--- src/rtl/tmma_pkg.sv ---
// ----------------------------------------------------------------------------
// Trend min / max / mean accumulator package
// Shared sizes, register and request codes, beat types and the table entry.
// ----------------------------------------------------------------------------
package tmma_pkg;

    localparam int NUM_ENTRIES = 16;
    localparam int MAX_COUNT   = 65535;
    localparam int ENTRY_AW    = (NUM_ENTRIES > 1) ? $clog2(NUM_ENTRIES) : 1;

    localparam int SUM_W     = 34;
    localparam int VAL_W     = 16;
    localparam int COUNT_W   = 16;
    localparam int STATUS_W  = 8;
    localparam int IDX_W     = 6;
    localparam int LATEST_W  = 7;
    localparam int CFG_IDX_W = 2;

    localparam logic [VAL_W-1:0] MIN_START = 16'h7fff;

    localparam logic [CFG_IDX_W-1:0] CFG_UNDEF_IN  = 2'd0;
    localparam logic [CFG_IDX_W-1:0] CFG_UNDEF_OUT = 2'd1;
    localparam logic [CFG_IDX_W-1:0] CFG_LATEST    = 2'd2;

    localparam logic REQ_ADD   = 1'b0;
    localparam logic REQ_FLUSH = 1'b1;

    typedef struct packed {
        logic                       req_type;
        logic [IDX_W-1:0]           param_index;
        logic signed [VAL_W-1:0]    sample_value;
        logic [STATUS_W-1:0]        status_bits;
        logic                       channel_enabled;
    } in_item_t;

    typedef struct packed {
        logic [IDX_W-1:0]           entry_index;
        logic signed [VAL_W-1:0]    mean_value;
        logic signed [VAL_W-1:0]    min_value;
        logic signed [VAL_W-1:0]    max_value;
        logic [STATUS_W-1:0]        status_out;
        logic                       has_samples;
        logic                       last_result;
    } out_item_t;

    typedef struct packed {
        logic signed [SUM_W-1:0]    sum;
        logic signed [VAL_W-1:0]    min;
        logic signed [VAL_W-1:0]    max;
        logic [COUNT_W-1:0]         count;
        logic [STATUS_W-1:0]        status;
    } entry_t;

    typedef struct packed {
        logic                       rd_en;
        logic [ENTRY_AW-1:0]        rd_addr;
        logic                       wr_en;
        logic [ENTRY_AW-1:0]        wr_addr;
        entry_t                     wr_entry;
        logic                       clr_all;
    } tbl_req_t;

    function automatic entry_t entry_reset();
        entry_t e;
        e.sum    = '0;
        e.min    = MIN_START;
        e.max    = '0;
        e.count  = '0;
        e.status = '0;
        return e;
    endfunction

endpackage

--- src/rtl/tmma_table.sv ---
// ----------------------------------------------------------------------------
// Statistics table
// One synchronous memory of entries with a registered read port, plus a
// valid bit per entry so that one clear request empties the whole table.
// ----------------------------------------------------------------------------
module tmma_table (
    input  logic             clk,
    input  logic             rst_n,
    input  tmma_pkg::tbl_req_t req,
    output tmma_pkg::entry_t rd_entry
);
    import tmma_pkg::*;

    entry_t                 mem [NUM_ENTRIES];
    entry_t                 rd_data_reg;
    logic                   rd_vld_reg;
    logic [NUM_ENTRIES-1:0] vld_reg;
    logic [NUM_ENTRIES-1:0] vld_next;

    always_ff @(posedge clk)
    begin
        if (req.wr_en)
        begin
            mem[req.wr_addr] <= req.wr_entry;
        end
        if (req.rd_en)
        begin
            rd_data_reg <= mem[req.rd_addr];
        end
    end

    always_comb
    begin
        vld_next = vld_reg;
        if (req.clr_all)
        begin
            vld_next = '0;
        end
        else if (req.wr_en)
        begin
            vld_next[req.wr_addr] = 1'b1;
        end
    end

    always_ff @(posedge clk or negedge rst_n)
    begin
        if (!rst_n)
        begin
            vld_reg    <= '0;
            rd_vld_reg <= 1'b0;
        end
        else
        begin
            vld_reg <= vld_next;
            if (req.rd_en)
            begin
                rd_vld_reg <= vld_reg[req.rd_addr];
            end
        end
    end

    assign rd_entry = rd_vld_reg ? rd_data_reg : entry_reset();

`ifndef SYNTHESIS
    a_clear_empties: assert property (@(posedge clk) disable iff (!rst_n)
        req.clr_all |=> vld_reg == '0)
        else $error("Table still holds valid entries after a clear.");

    a_write_marks: assert property (@(posedge clk) disable iff (!rst_n)
        req.wr_en && !req.clr_all |=> vld_reg[$past(req.wr_addr)])
        else $error("Written entry is not marked valid.");

    a_no_clear_write: assert property (@(posedge clk) disable iff (!rst_n)
        !(req.clr_all && req.wr_en))
        else $error("Clear and write requested in the same cycle.");
`endif

endmodule

--- src/rtl/tmma_div.sv ---
// ----------------------------------------------------------------------------
// Mean divider
// Restoring unsigned divider that retires one quotient bit per cycle.
// ----------------------------------------------------------------------------
module tmma_div (
    input  logic                          clk,
    input  logic                          rst_n,
    input  logic                          start,
    input  logic [tmma_pkg::SUM_W-1:0]    dividend,
    input  logic [tmma_pkg::COUNT_W-1:0]  divisor,
    output logic                          busy,
    output logic                          done,
    output logic [tmma_pkg::SUM_W-1:0]    quotient
);
    import tmma_pkg::*;

    localparam int STEP_W = $clog2(SUM_W + 1);

    logic [SUM_W-1:0]   quo_reg;
    logic [COUNT_W-1:0] rem_reg;
    logic [COUNT_W-1:0] div_reg;
    logic [STEP_W-1:0]  step_reg;
    logic               busy_reg;
    logic               done_reg;
    logic [COUNT_W:0]   rem_sh;
    logic [COUNT_W:0]   diff;
    logic               ge;

    assign rem_sh = {rem_reg, quo_reg[SUM_W-1]};
    assign ge     = rem_sh >= {1'b0, div_reg};
    assign diff   = rem_sh - {1'b0, div_reg};

    always_ff @(posedge clk)
    begin
        if (start)
        begin
            quo_reg <= dividend;
            rem_reg <= '0;
            div_reg <= divisor;
        end
        else if (busy_reg)
        begin
            quo_reg <= {quo_reg[SUM_W-2:0], ge};
            rem_reg <= ge ? diff[COUNT_W-1:0] : rem_sh[COUNT_W-1:0];
        end
    end

    always_ff @(posedge clk or negedge rst_n)
    begin
        if (!rst_n)
        begin
            step_reg <= '0;
            busy_reg <= 1'b0;
            done_reg <= 1'b0;
        end
        else
        begin
            done_reg <= 1'b0;
            if (start)
            begin
                step_reg <= STEP_W'(SUM_W);
                busy_reg <= 1'b1;
            end
            else if (busy_reg)
            begin
                step_reg <= step_reg - 1'b1;
                if (step_reg == STEP_W'(1))
                begin
                    busy_reg <= 1'b0;
                    done_reg <= 1'b1;
                end
            end
        end
    end

    assign busy     = busy_reg;
    assign done     = done_reg;
    assign quotient = quo_reg;

endmodule

--- src/rtl/trend_min_max_mean_accumulator.sv ---
// ----------------------------------------------------------------------------
// Trend min / max / mean accumulator
// Per-parameter statistics table with sample accumulation and flush.
// ----------------------------------------------------------------------------
// The request channel carries add and flush beats; the result channel carries
// one beat per table entry for each flush, in entry order, the final one
// marked by last_result. The configuration channel is always ready; it must be
// written only while the block is idle, which the block itself does not enforce.
// An add beat is a read-modify-write of one table entry: the read is issued
// when the beat is taken and the write in the ADD_WR state, after which the
// next request is taken. A flush walks every entry: FL_DATA takes the memory
// read and starts the bit-serial divider for an entry with samples, FL_DIV
// waits for the quotient, and FL_OUT loads the result register and reads the
// next entry; an empty entry skips FL_DIV. In the same cycle as the final
// result is loaded the table is cleared through its valid bits.
// Reset empties the table and restores the register defaults; no clearing
// pass is needed. When the receiver stalls, the result register holds its
// beat and the walk pauses before loading the next one; add requests are
// still accepted once the walk has finished.
// ----------------------------------------------------------------------------
module trend_min_max_mean_accumulator (
    input  logic                            clk,
    input  logic                            rst_n,
    input  logic                            in_valid,
    output logic                            in_ready,
    input  tmma_pkg::in_item_t              in_data,
    output logic                            out_valid,
    input  logic                            out_ready,
    output tmma_pkg::out_item_t             out_data,
    input  logic                            cfg_valid,
    output logic                            cfg_ready,
    input  logic [tmma_pkg::CFG_IDX_W-1:0]  cfg_index,
    input  logic [tmma_pkg::VAL_W-1:0]      cfg_data
);
    import tmma_pkg::*;

    localparam logic [2:0] ST_IDLE    = 3'd0;
    localparam logic [2:0] ST_ADD_WR  = 3'd1;
    localparam logic [2:0] ST_FL_DATA = 3'd2;
    localparam logic [2:0] ST_FL_DIV  = 3'd3;
    localparam logic [2:0] ST_FL_OUT  = 3'd4;

    logic [2:0]              state_reg;
    logic [2:0]              state_next;
    logic signed [VAL_W-1:0] undef_in_reg;
    logic signed [VAL_W-1:0] undef_out_reg;
    logic [LATEST_W-1:0]     latest_reg;
    in_item_t                item_reg;
    entry_t                  ent_reg;
    logic [ENTRY_AW-1:0]     cnt_reg;
    logic [ENTRY_AW-1:0]     cnt_next;
    logic                    out_valid_reg;
    out_item_t               out_reg;

    tbl_req_t                tbl_req;
    entry_t                  rd_entry;
    entry_t                  new_entry;

    logic                    div_start;
    logic                    div_busy;
    logic                    div_done;
    logic [SUM_W-1:0]        div_quo;
    logic [SUM_W-1:0]        sum_mag;

    logic signed [VAL_W-1:0] v;
    logic signed [SUM_W-1:0] v_ext;
    logic                    drop_in;
    logic                    is_latest;
    logic                    saturated;
    logic                    add_write;
    logic                    in_fire;
    logic                    out_load;
    logic                    last_entry;
    logic [VAL_W-1:0]        quo_low;
    logic signed [VAL_W-1:0] mean;
    out_item_t               out_next;

    tmma_table u_table (
        .clk      (clk),
        .rst_n    (rst_n),
        .req      (tbl_req),
        .rd_entry (rd_entry)
    );

    tmma_div u_div (
        .clk      (clk),
        .rst_n    (rst_n),
        .start    (div_start),
        .dividend (sum_mag),
        .divisor  (rd_entry.count),
        .busy     (div_busy),
        .done     (div_done),
        .quotient (div_quo)
    );

    assign in_ready  = (state_reg == ST_IDLE);
    assign in_fire   = in_valid && in_ready;
    assign cfg_ready = 1'b1;
    assign out_valid = out_valid_reg;
    assign out_data  = out_reg;

    assign v     = item_reg.sample_value;
    assign v_ext = {{(SUM_W - VAL_W){v[VAL_W-1]}}, v};

    always_comb
    begin
        drop_in   = (v == undef_in_reg) || !item_reg.channel_enabled
                    || ({1'b0, item_reg.param_index} >= LATEST_W'(NUM_ENTRIES));
        is_latest = ({1'b0, item_reg.param_index} == latest_reg) && (rd_entry.count != '0);
        saturated = rd_entry.count >= COUNT_W'(MAX_COUNT);
        add_write = !drop_in && (is_latest || !saturated);

        new_entry        = rd_entry;
        new_entry.sum    = is_latest ? v_ext : rd_entry.sum + v_ext;
        new_entry.count  = is_latest ? rd_entry.count : rd_entry.count + 1'b1;
        new_entry.max    = (v > rd_entry.max) ? v : rd_entry.max;
        new_entry.min    = (v < rd_entry.min) ? v : rd_entry.min;
        new_entry.status = rd_entry.status | item_reg.status_bits;
    end

    assign sum_mag    = rd_entry.sum[SUM_W-1] ? SUM_W'(-rd_entry.sum) : SUM_W'(rd_entry.sum);
    assign div_start  = (state_reg == ST_FL_DATA) && (rd_entry.count != '0);
    assign out_load   = (state_reg == ST_FL_OUT) && (!out_valid_reg || out_ready);
    assign last_entry = (cnt_reg == ENTRY_AW'(NUM_ENTRIES - 1));
    assign cnt_next   = cnt_reg + 1'b1;
    assign quo_low    = div_quo[VAL_W-1:0];
    assign mean       = ent_reg.sum[SUM_W-1] ? VAL_W'(-quo_low) : quo_low;

    always_comb
    begin
        out_next.entry_index = IDX_W'(cnt_reg);
        out_next.last_result = last_entry;
        if (ent_reg.count != '0)
        begin
            out_next.mean_value  = mean;
            out_next.min_value   = ent_reg.min;
            out_next.max_value   = ent_reg.max;
            out_next.status_out  = ent_reg.status;
            out_next.has_samples = 1'b1;
        end
        else
        begin
            out_next.mean_value  = undef_out_reg;
            out_next.min_value   = undef_out_reg;
            out_next.max_value   = undef_out_reg;
            out_next.status_out  = '0;
            out_next.has_samples = 1'b0;
        end
    end

    always_comb
    begin
        state_next       = state_reg;
        tbl_req.rd_en    = 1'b0;
        tbl_req.rd_addr  = cnt_reg;
        tbl_req.wr_en    = 1'b0;
        tbl_req.wr_addr  = item_reg.param_index[ENTRY_AW-1:0];
        tbl_req.wr_entry = new_entry;
        tbl_req.clr_all  = 1'b0;
        unique case (state_reg)
            ST_IDLE:
            begin
                if (in_fire)
                begin
                    tbl_req.rd_en = 1'b1;
                    if (in_data.req_type == REQ_FLUSH)
                    begin
                        tbl_req.rd_addr = '0;
                        state_next      = ST_FL_DATA;
                    end
                    else
                    begin
                        tbl_req.rd_addr = in_data.param_index[ENTRY_AW-1:0];
                        state_next      = ST_ADD_WR;
                    end
                end
            end
            ST_ADD_WR:
            begin
                tbl_req.wr_en = add_write;
                state_next    = ST_IDLE;
            end
            ST_FL_DATA:
            begin
                state_next = div_start ? ST_FL_DIV : ST_FL_OUT;
            end
            ST_FL_DIV:
            begin
                if (div_done)
                begin
                    state_next = ST_FL_OUT;
                end
            end
            ST_FL_OUT:
            begin
                if (out_load)
                begin
                    if (last_entry)
                    begin
                        tbl_req.clr_all = 1'b1;
                        state_next      = ST_IDLE;
                    end
                    else
                    begin
                        tbl_req.rd_en   = 1'b1;
                        tbl_req.rd_addr = cnt_next;
                        state_next      = ST_FL_DATA;
                    end
                end
            end
            default:
            begin
                state_next = ST_IDLE;
            end
        endcase
    end

    always_ff @(posedge clk)
    begin
        if (in_fire)
        begin
            item_reg <= in_data;
        end
        if (state_reg == ST_FL_DATA)
        begin
            ent_reg <= rd_entry;
        end
        if (out_load)
        begin
            out_reg <= out_next;
        end
    end

    always_ff @(posedge clk or negedge rst_n)
    begin
        if (!rst_n)
        begin
            state_reg     <= ST_IDLE;
            cnt_reg       <= '0;
            out_valid_reg <= 1'b0;
            undef_in_reg  <= 16'sh8000;
            undef_out_reg <= 16'sh8000;
            latest_reg    <= LATEST_W'(64);
        end
        else
        begin
            state_reg <= state_next;
            if (in_fire)
            begin
                cnt_reg <= '0;
            end
            else if (out_load)
            begin
                cnt_reg <= last_entry ? '0 : cnt_next;
            end
            if (out_load)
            begin
                out_valid_reg <= 1'b1;
            end
            else if (out_ready)
            begin
                out_valid_reg <= 1'b0;
            end
            if (cfg_valid && cfg_ready)
            begin
                unique case (cfg_index)
                    CFG_UNDEF_IN:  undef_in_reg  <= cfg_data;
                    CFG_UNDEF_OUT: undef_out_reg <= cfg_data;
                    CFG_LATEST:    latest_reg    <= cfg_data[LATEST_W-1:0];
                    default:       ;
                endcase
            end
        end
    end

`ifndef SYNTHESIS
    a_flush_starts_walk: assert property (@(posedge clk) disable iff (!rst_n)
        in_fire && in_data.req_type == REQ_FLUSH |=> state_reg == ST_FL_DATA && cnt_reg == '0)
        else $error("Flush beat did not start the walk at the first entry.");

    a_last_ends_walk: assert property (@(posedge clk) disable iff (!rst_n)
        out_load && last_entry |=> state_reg == ST_IDLE && out_valid_reg && out_reg.last_result)
        else $error("Final result did not end the flush walk.");

    a_div_in_walk: assert property (@(posedge clk) disable iff (!rst_n)
        div_busy |-> state_reg == ST_FL_DIV)
        else $error("Divider runs outside the divide state.");
`endif

endmodule

--- config.mk ---
export PLATFORM = sky130hd
export DESIGN_NAME = trend_min_max_mean_accumulator
export DESIGN_NICKNAME = d
export VERILOG_FILES = /design/src/rtl/tmma_pkg.sv /design/src/rtl/tmma_table.sv /design/src/rtl/tmma_div.sv /design/src/rtl/trend_min_max_mean_accumulator.sv
export SDC_FILE = /design/constraint.sdc
export NUM_CORES = 2
export LEC_CHECK = 0
export BUFFER_PORTS_ARGS = -buffer_cell sky130_fd_sc_hd__buf_2
export CAP_MARGIN = 20
export CORE_MARGIN = 2
export CORE_UTILIZATION = 65
export CTS_BUF_LIST = sky130_fd_sc_hd__clkbuf_4 sky130_fd_sc_hd__clkbuf_8
export CTS_CLUSTER_DIAMETER = 120
export DETAILED_ROUTE_END_ITERATION = 8
export PLACE_DENSITY_LB_ADDON = 0.2
export SYNTH_ARGS = -nofsm -noshare
export SYNTH_HDL_FRONTEND = slang
export SYNTH_SLANG_ARGS = --single-unit
--- constraint.sdc ---
create_clock -name clk -period 14.7 [get_ports clk]
set_input_delay 0 -clock clk [delete_from_list [all_inputs] [get_ports clk]]
set_output_delay 0 -clock clk [all_outputs]
set_load 0.1 [all_outputs]
### Word-level counts from Yosys, hierarchy flattened

Memories as Yosys holds them, arrays and structs flattened. A register that Yosys moved wholly into a read port is not among the register bits.
Cells that the tools add are included.

* register bits after elaboration: 321
* RAM bits: 1440
* bits of input ports: 55
* logic and storage cells: 135
* memories kept: 1

Memories
* u_table.mem: words 16, bits a word 90, read ports 1, clocked after Yosys merged registers in 1, write ports 1, line tmma_table.sv:14 `entry_t mem [NUM_ENTRIES];`

* add/sub/neg operators: 7
* order comparisons: 8
* eq/ne operators: 13
* multiplexer cells: 48
* bitwise logic cells: 2
* reduce and logical (&&, ||, !) cells: 26

Operators with widths (number)
* $mux 34: 4
* $mux 16: 7
* $mux 90: 1
* $mux 57: 1
* $add 34x16->34: 1
* $neg 34->34: 1
* $reduce_bool 16->1: 2
* $ge 17x16->1: 1
* $add 16x1->16 const B: 1
* $eq 16x16->1: 1
* $ge 16x16->1 const B: 1
* $gt 16x16->1: 1
* $lt 16x16->1: 1
* $mux 1: 16
* $mux 4: 4
* $neg 16->16: 1
* $or 16x16->16: 1
* $sub 16x16->16: 1
* $mux 5: 3
* $mux 3: 4
* $mux 6: 2
* $pmux 3 s4: 1
* $lt 4x5->1 const B: 2
* $pmux 5 s2: 1
* 26 further kinds: 45

### Depth between registers and ports, before layout

* word-level depth: 8
* gate-level depth with buffers: 18
* mapped depth without buffers: 12

### Modules after synthesis

From an unflattened synthesis, not the netlist that was laid out.

* cells, all modules: 3833
* area, all modules: 74572.8 µm²

By module, submodules not included
* tmma_table: instances 1, cells each 2262, area an instance 58182.1 µm²
* trend_min_max_mean_accumulator: instances 1, cells each 1217, area an instance 12358.1 µm²
* tmma_div: instances 1, cells each 354, area an instance 4032.6 µm²

### Worst setup path before layout

Ideal clock, no wire load.

* path kind: reg-to-reg
* start point: register out_valid_reg, in the netlist out_valid
* end point: register u_table.rd_data_reg[80] (netlist name)
* data arrival time: 9302 ps
* required time: 14430 ps
* slack: 5128 ps
* cell stages (with the launch flop): 12
* path buffers: 2
* period minus slack after synthesis: 9572 ps
* path through: dfrtp_1 nand2b_1 a31oi_1 nor3_1 o21bai_2 buf_4 clkbuf_1 and2_1 a211oi_1 a31oi_1 a211oi_1 a21oi_1

RTL lines
* start: declaration: line trend_min_max_mean_accumulator.sv:52 `logic out_valid_reg;`
* start signal: assignment: line trend_min_max_mean_accumulator.sv:240 `out_valid_reg <= 1'b0;`
* start signal: assignment: line trend_min_max_mean_accumulator.sv:258 `out_valid_reg <= 1'b1;`
* start signal: assignment: line trend_min_max_mean_accumulator.sv:262 `out_valid_reg <= 1'b0;`

### Worst setup path after layout

* start point: register state_reg[0]
* end point: register u_table.rd_data_reg[0] (netlist name)

* cells in the longest elaborated chain, start to end: 4
* elaborated cells on any way between the ends: 7
* those cells by class: eq/ne: 1; mux: 3; reduce/logical: 3

RTL lines
* start: declaration: line trend_min_max_mean_accumulator.sv:43 `logic [2:0] state_reg;`
* start signal: assignment: line trend_min_max_mean_accumulator.sv:247 `state_reg <= state_next;`
* $eq 3x3->1 or $logic_not 3->1 (tied branches): line trend_min_max_mean_accumulator.sv:123, trend_min_max_mean_accumulator.sv:160, trend_min_max_mean_accumulator.sv:96
* $logic_and 1x1->1 (on tied branches): line trend_min_max_mean_accumulator.sv:123, trend_min_max_mean_accumulator.sv:97
* $mux 5 (on tied branches): line trend_min_max_mean_accumulator.sv:196, trend_min_max_mean_accumulator.sv:163
* $pmux 5 s2 *: line trend_min_max_mean_accumulator.sv:160 `unique case (state_reg)`

Mark *: on every way between the ends. The rest lies on a longest branch, timed or not.
A chain may end at the register's enable or synchronous reset.

==> flow_summary.json <==
{
  "synth_cells": 5601,
  "dr_wl_met2_um": 89000,
  "async_flop_share_pct": 3.96,
  "numPortBuffers": 118,
  "period_needed_ps": 5950,
  "core_region_area_sq_um": 116000,
  "root_buffer": "clkbuf_8",
  "die_w_um": 346,
  "tightestPinTransition_ps": 1390,
  "rows": 125,
  "grt_use_total_pct": 31.8,
  "ant_nets": 0,
  "hp-class": "in -> async",
  "die_area_sq_um": 120000,
  "numClockSinks": 1818,
  "drv_cap": 0,
  "highest_layer": "met5",
  "drcViolationCount": 0,
  "initial_core_util_pct": 65.6,
  "ys_seq_area_share_pct": 70.9,
  "cts_buffers": 301,
  "grt_pass1_wl_um": 287000,
  "vias_per_cell": 6.52,
  "worstReg2RegStart": "state_reg[0]$_DFFE_PN0P_",
  "finalHoldViolations": 0,
  "timing.fmax_ghz": 0.168,
  "yosysWarnings": 0,
  "cpPeakStageDelay_ps": 850,
  "ff2ff_setup_slack_ps": 8750,
  "finalSetupViolCount": 0,
  "dr_total_vias": 49600,
  "wl_met1_um": 75200,
  "critPathLaunch": "state_reg[0]$_DFFE_PN0P_",
  "reg2reg_to": "u_table.rd_data_reg[0]$_DFFE_PP_",
  "worstSetupPathType": "reg -> reg",
  "largest_register_ffs": 1440,
  "reg2reg_depth": 12,
  "timing.final.crit_share_pct": 40.5,
  "drive_above_1_share_pct": 13.5,
  "drt_pass1_iterations": 6,
  "wl_met3_um": 22300,
  "cts_buffer_depth": 4,
  "htree_levels": 5,
  "cp_slowest_cell": "buf_4",
  "peakVddDrop_mv": 0.200,
  "antenna_found_initial": 12,
  "holdWs_ps": 159,
  "grt_pass1_vias": 47500,
  "netlist-cell-type-count": 80,
  "grt_max_degree": 219,
  "fin_nets": 6030,
  "drv_slew": 0,
  "syn-cell-area_sq_um": 76200,
  "cellLeakagePower_nw": 29.4,
  "dp_hpwl_um": 105000,
  "cts_tree": "done",
  "dieHeight_um": 346,
  "synth_edf_count": 1730,
  "fin_skew_ps": 61.2,
  "ctsResizeCount": 0,
  "cp.required_ps": 15500,
  "pwr_density_cell_nw_per_um2": 198,
  "ys_ff_latch": 1818,
  "relSlewSlack_pct": 7.49,
  "critPathMostFrequentCell": "buf_4",
  "crit_path_cell_trace": "nor2_4, nand2_1, inv_2, nor2_1, a21oi_4, buf_4, buf_4, buf_4, a211oi_1, a311oi_1, a211oi_1, a21oi_1",
  "cp-end-kind": "flip-flop",
  "outcome": "complete, no violations",
  "drtIter0Drc": 6608,
  "grt_setup_unrepaired": "false",
  "startpoint_type": "flip-flop",
  "path_max_fanout": 95,
  "utilization_pct": 73.2,
  "n_fill_cell": 7214,
  "dominantRegCellSynth": "edfxtp_1",
  "clk_latency_ps": 1010,
  "routed_wl_um": 193000,
  "worstPathArrival_ps": 6750,
  "syn_to_final_growth_pct": 11.6,
  "clk_pin_slew_ps": 70,
  "synth.avg_cell_area_sq_um": 13.6,
  "wire_per_inst_um": 25.3,
  "ios": 122,
  "overflow": 0,
  "fin_setup_tns_ps": 0,
  "place.gp.congestion": 0.922
}
==> how the worst max path moves through the flow <==
| stage | endpoint | slack, ps | cells past startpoint |
|---|---|---|---|
| final | u_table.rd_data_reg[0]$_DFFE_PP_ | 8750 | 12 |
| after global routing | u_table.rd_data_reg[59]$_DFFE_PP_ | 8550 | 12 |
| after CTS | u_table.rd_data_reg[0]$_DFFE_PP_ | 9010 | 11 |
| after detailed placement | u_table.rd_data_reg[52]$_DFFE_PP_ | 9030 | 11 |
| after global placement | u_table.rd_data_reg[0]$_DFFE_PP_ | 9210 | 11 |
| after floorplan | u_table.rd_data_reg[80]$_DFFE_PP_ | 5130 | 11 |
==> what timing repair did <==
item                      CTS  global route
hold buffers              112             0
buffers inserted            0             0
hold endpoints to repair  152             0
==> Yosys cell counts (all sizes together), types with 10 or more instances <==
| library cell | n | share of area [%] |
|---|---|---|
| edfxtp | 1730 | 68 |
| nand2 | 952 | 4.7 |
| a211oi | 464 | 4.6 |
| and2 | 421 | 3.5 |
| clkbuf | 263 | 1.3 |
| a21oi | 260 | 1.7 |
| a31oi | 193 | 1.6 |
| a311oi | 180 | 2.1 |
| o21ai | 126 | 0.84 |
| buf | 112 | 0.73 |
| inv | 88 | 0.43 |
| nor2 | 86 | 0.44 |
| ha | 85 | 1.4 |
| mux2 | 75 | 1.1 |
| dfrtp | 69 | 2.3 |
| xnor2 | 64 | 0.74 |
| xor2 | 58 | 0.67 |
| nand3 | 32 | 0.21 |
| a21o | 31 | 0.31 |
| nand2b | 27 | 0.22 |
| o21a | 26 | 0.26 |
| nor3 | 24 | 0.16 |
| nand4 | 22 | 0.18 |
| o31ai | 22 | 0.22 |
| mux2i | 20 | 0.26 |
| nor4 | 20 | 0.17 |
| dfxtp | 16 | 0.42 |
| nor2b | 13 | 0.11 |
| and3 | 12 | 0.098 |
| or2 | 11 | 0.090 |
| or4 | 10 | 0.098 |
==> worst max-delay path, delay by kind of cell, from the launching register on <==
kind / cells / cell delay [ps]
AO/OA/AOI/OAI: 5 / 1080
AND/OR/NAND/NOR: 3 / 700
buffers and inverters: 4 / 3260
flip-flops: 1 / 520
==> final cells by class <==
class	count	area, sq um	area share [%]
inverters	90	339	0.399
well taps	1524	1910	2.24
multi-input cells	3319	20500	24.1
flip-flops and latches	1818	54100	63.6
diodes	2	5.00	0.00588
clock inverters	100	485	0.571
repair buffers	359	2800	3.29
clock buffers	403	4980	5.86
==> cell usage in the layout, fill, tap and decap left out, types with 22 or more instances in the layout <==
master	synthesis	routed
a21o_1	31	31
and2_0	103	103
o21ai_0	122	120
xor2_1	58	58
a31oi_1	193	192
clkinv_1	2	69
nand2_1	952	952
nand2b_1	27	25
a21oi_1	257	257
edfxtp_1	1730	1730
buf_4	4	122
clkbuf_4	0	90
dlygate4sd3_1	0	111
o21a_1	26	26
and2_1	318	318
ha_1	85	85
clkbuf_8	0	314
a211oi_1	463	463
buf_2	84	117
dfrtp_1	69	68
xnor2_1	64	63
nand4_1	22	22
clkinv_2	0	25
mux2_2	73	73
a311oi_1	180	180
nor2_1	84	70
nand3_1	32	32
inv_1	87	85
==> through the flow <==
stage	setup WS, ps	cell area, sq um	instances	power (mW)
2_1_floorplan	5130	76200	5602	11.0
3_3_place_gp	9210	78200	6976	12.5
3_5_place_dp	9030	78300	6983	12.6
4_1_cts	9010	84900	7598	16.7
5_1_grt	8550	85100	7614	17.6
6_report	8750	85100	7615	16.8
==> logic make-up after synthesis <==
logic type | count (synthesis) | synth area share (%)
AO/OA/AOI/OAI | 1363 | 12.3
XOR/XNOR | 122 | 1.40
adder cells (fa/ha/maj) | 86 | 1.42
buffers and inverters | 465 | 2.47
flip-flops | 1818 | 70.9
multiplexers | 95 | 1.38
other | 2 | 0.00985
AND/OR/NAND/NOR | 1650 | 10.1
==> where the power goes <==
part	total [mW]	internal [mW]	leakage [nW]	switching [mW]
clock network	4.12	2.22	2.90	1.90
registers	7.16	6.82	16.7	0.341
logic	5.56	1.66	9.74	3.90
==> routing by layer <==
metal	GRT usage (%)	vias to the layer above
met5	0	-
met4	12.1	6
met3	6.31	423
met2	48.6	3106
met1	45.8	24300
li1	-	21800
Note: power is estimated with default switching activity, not from simulation.
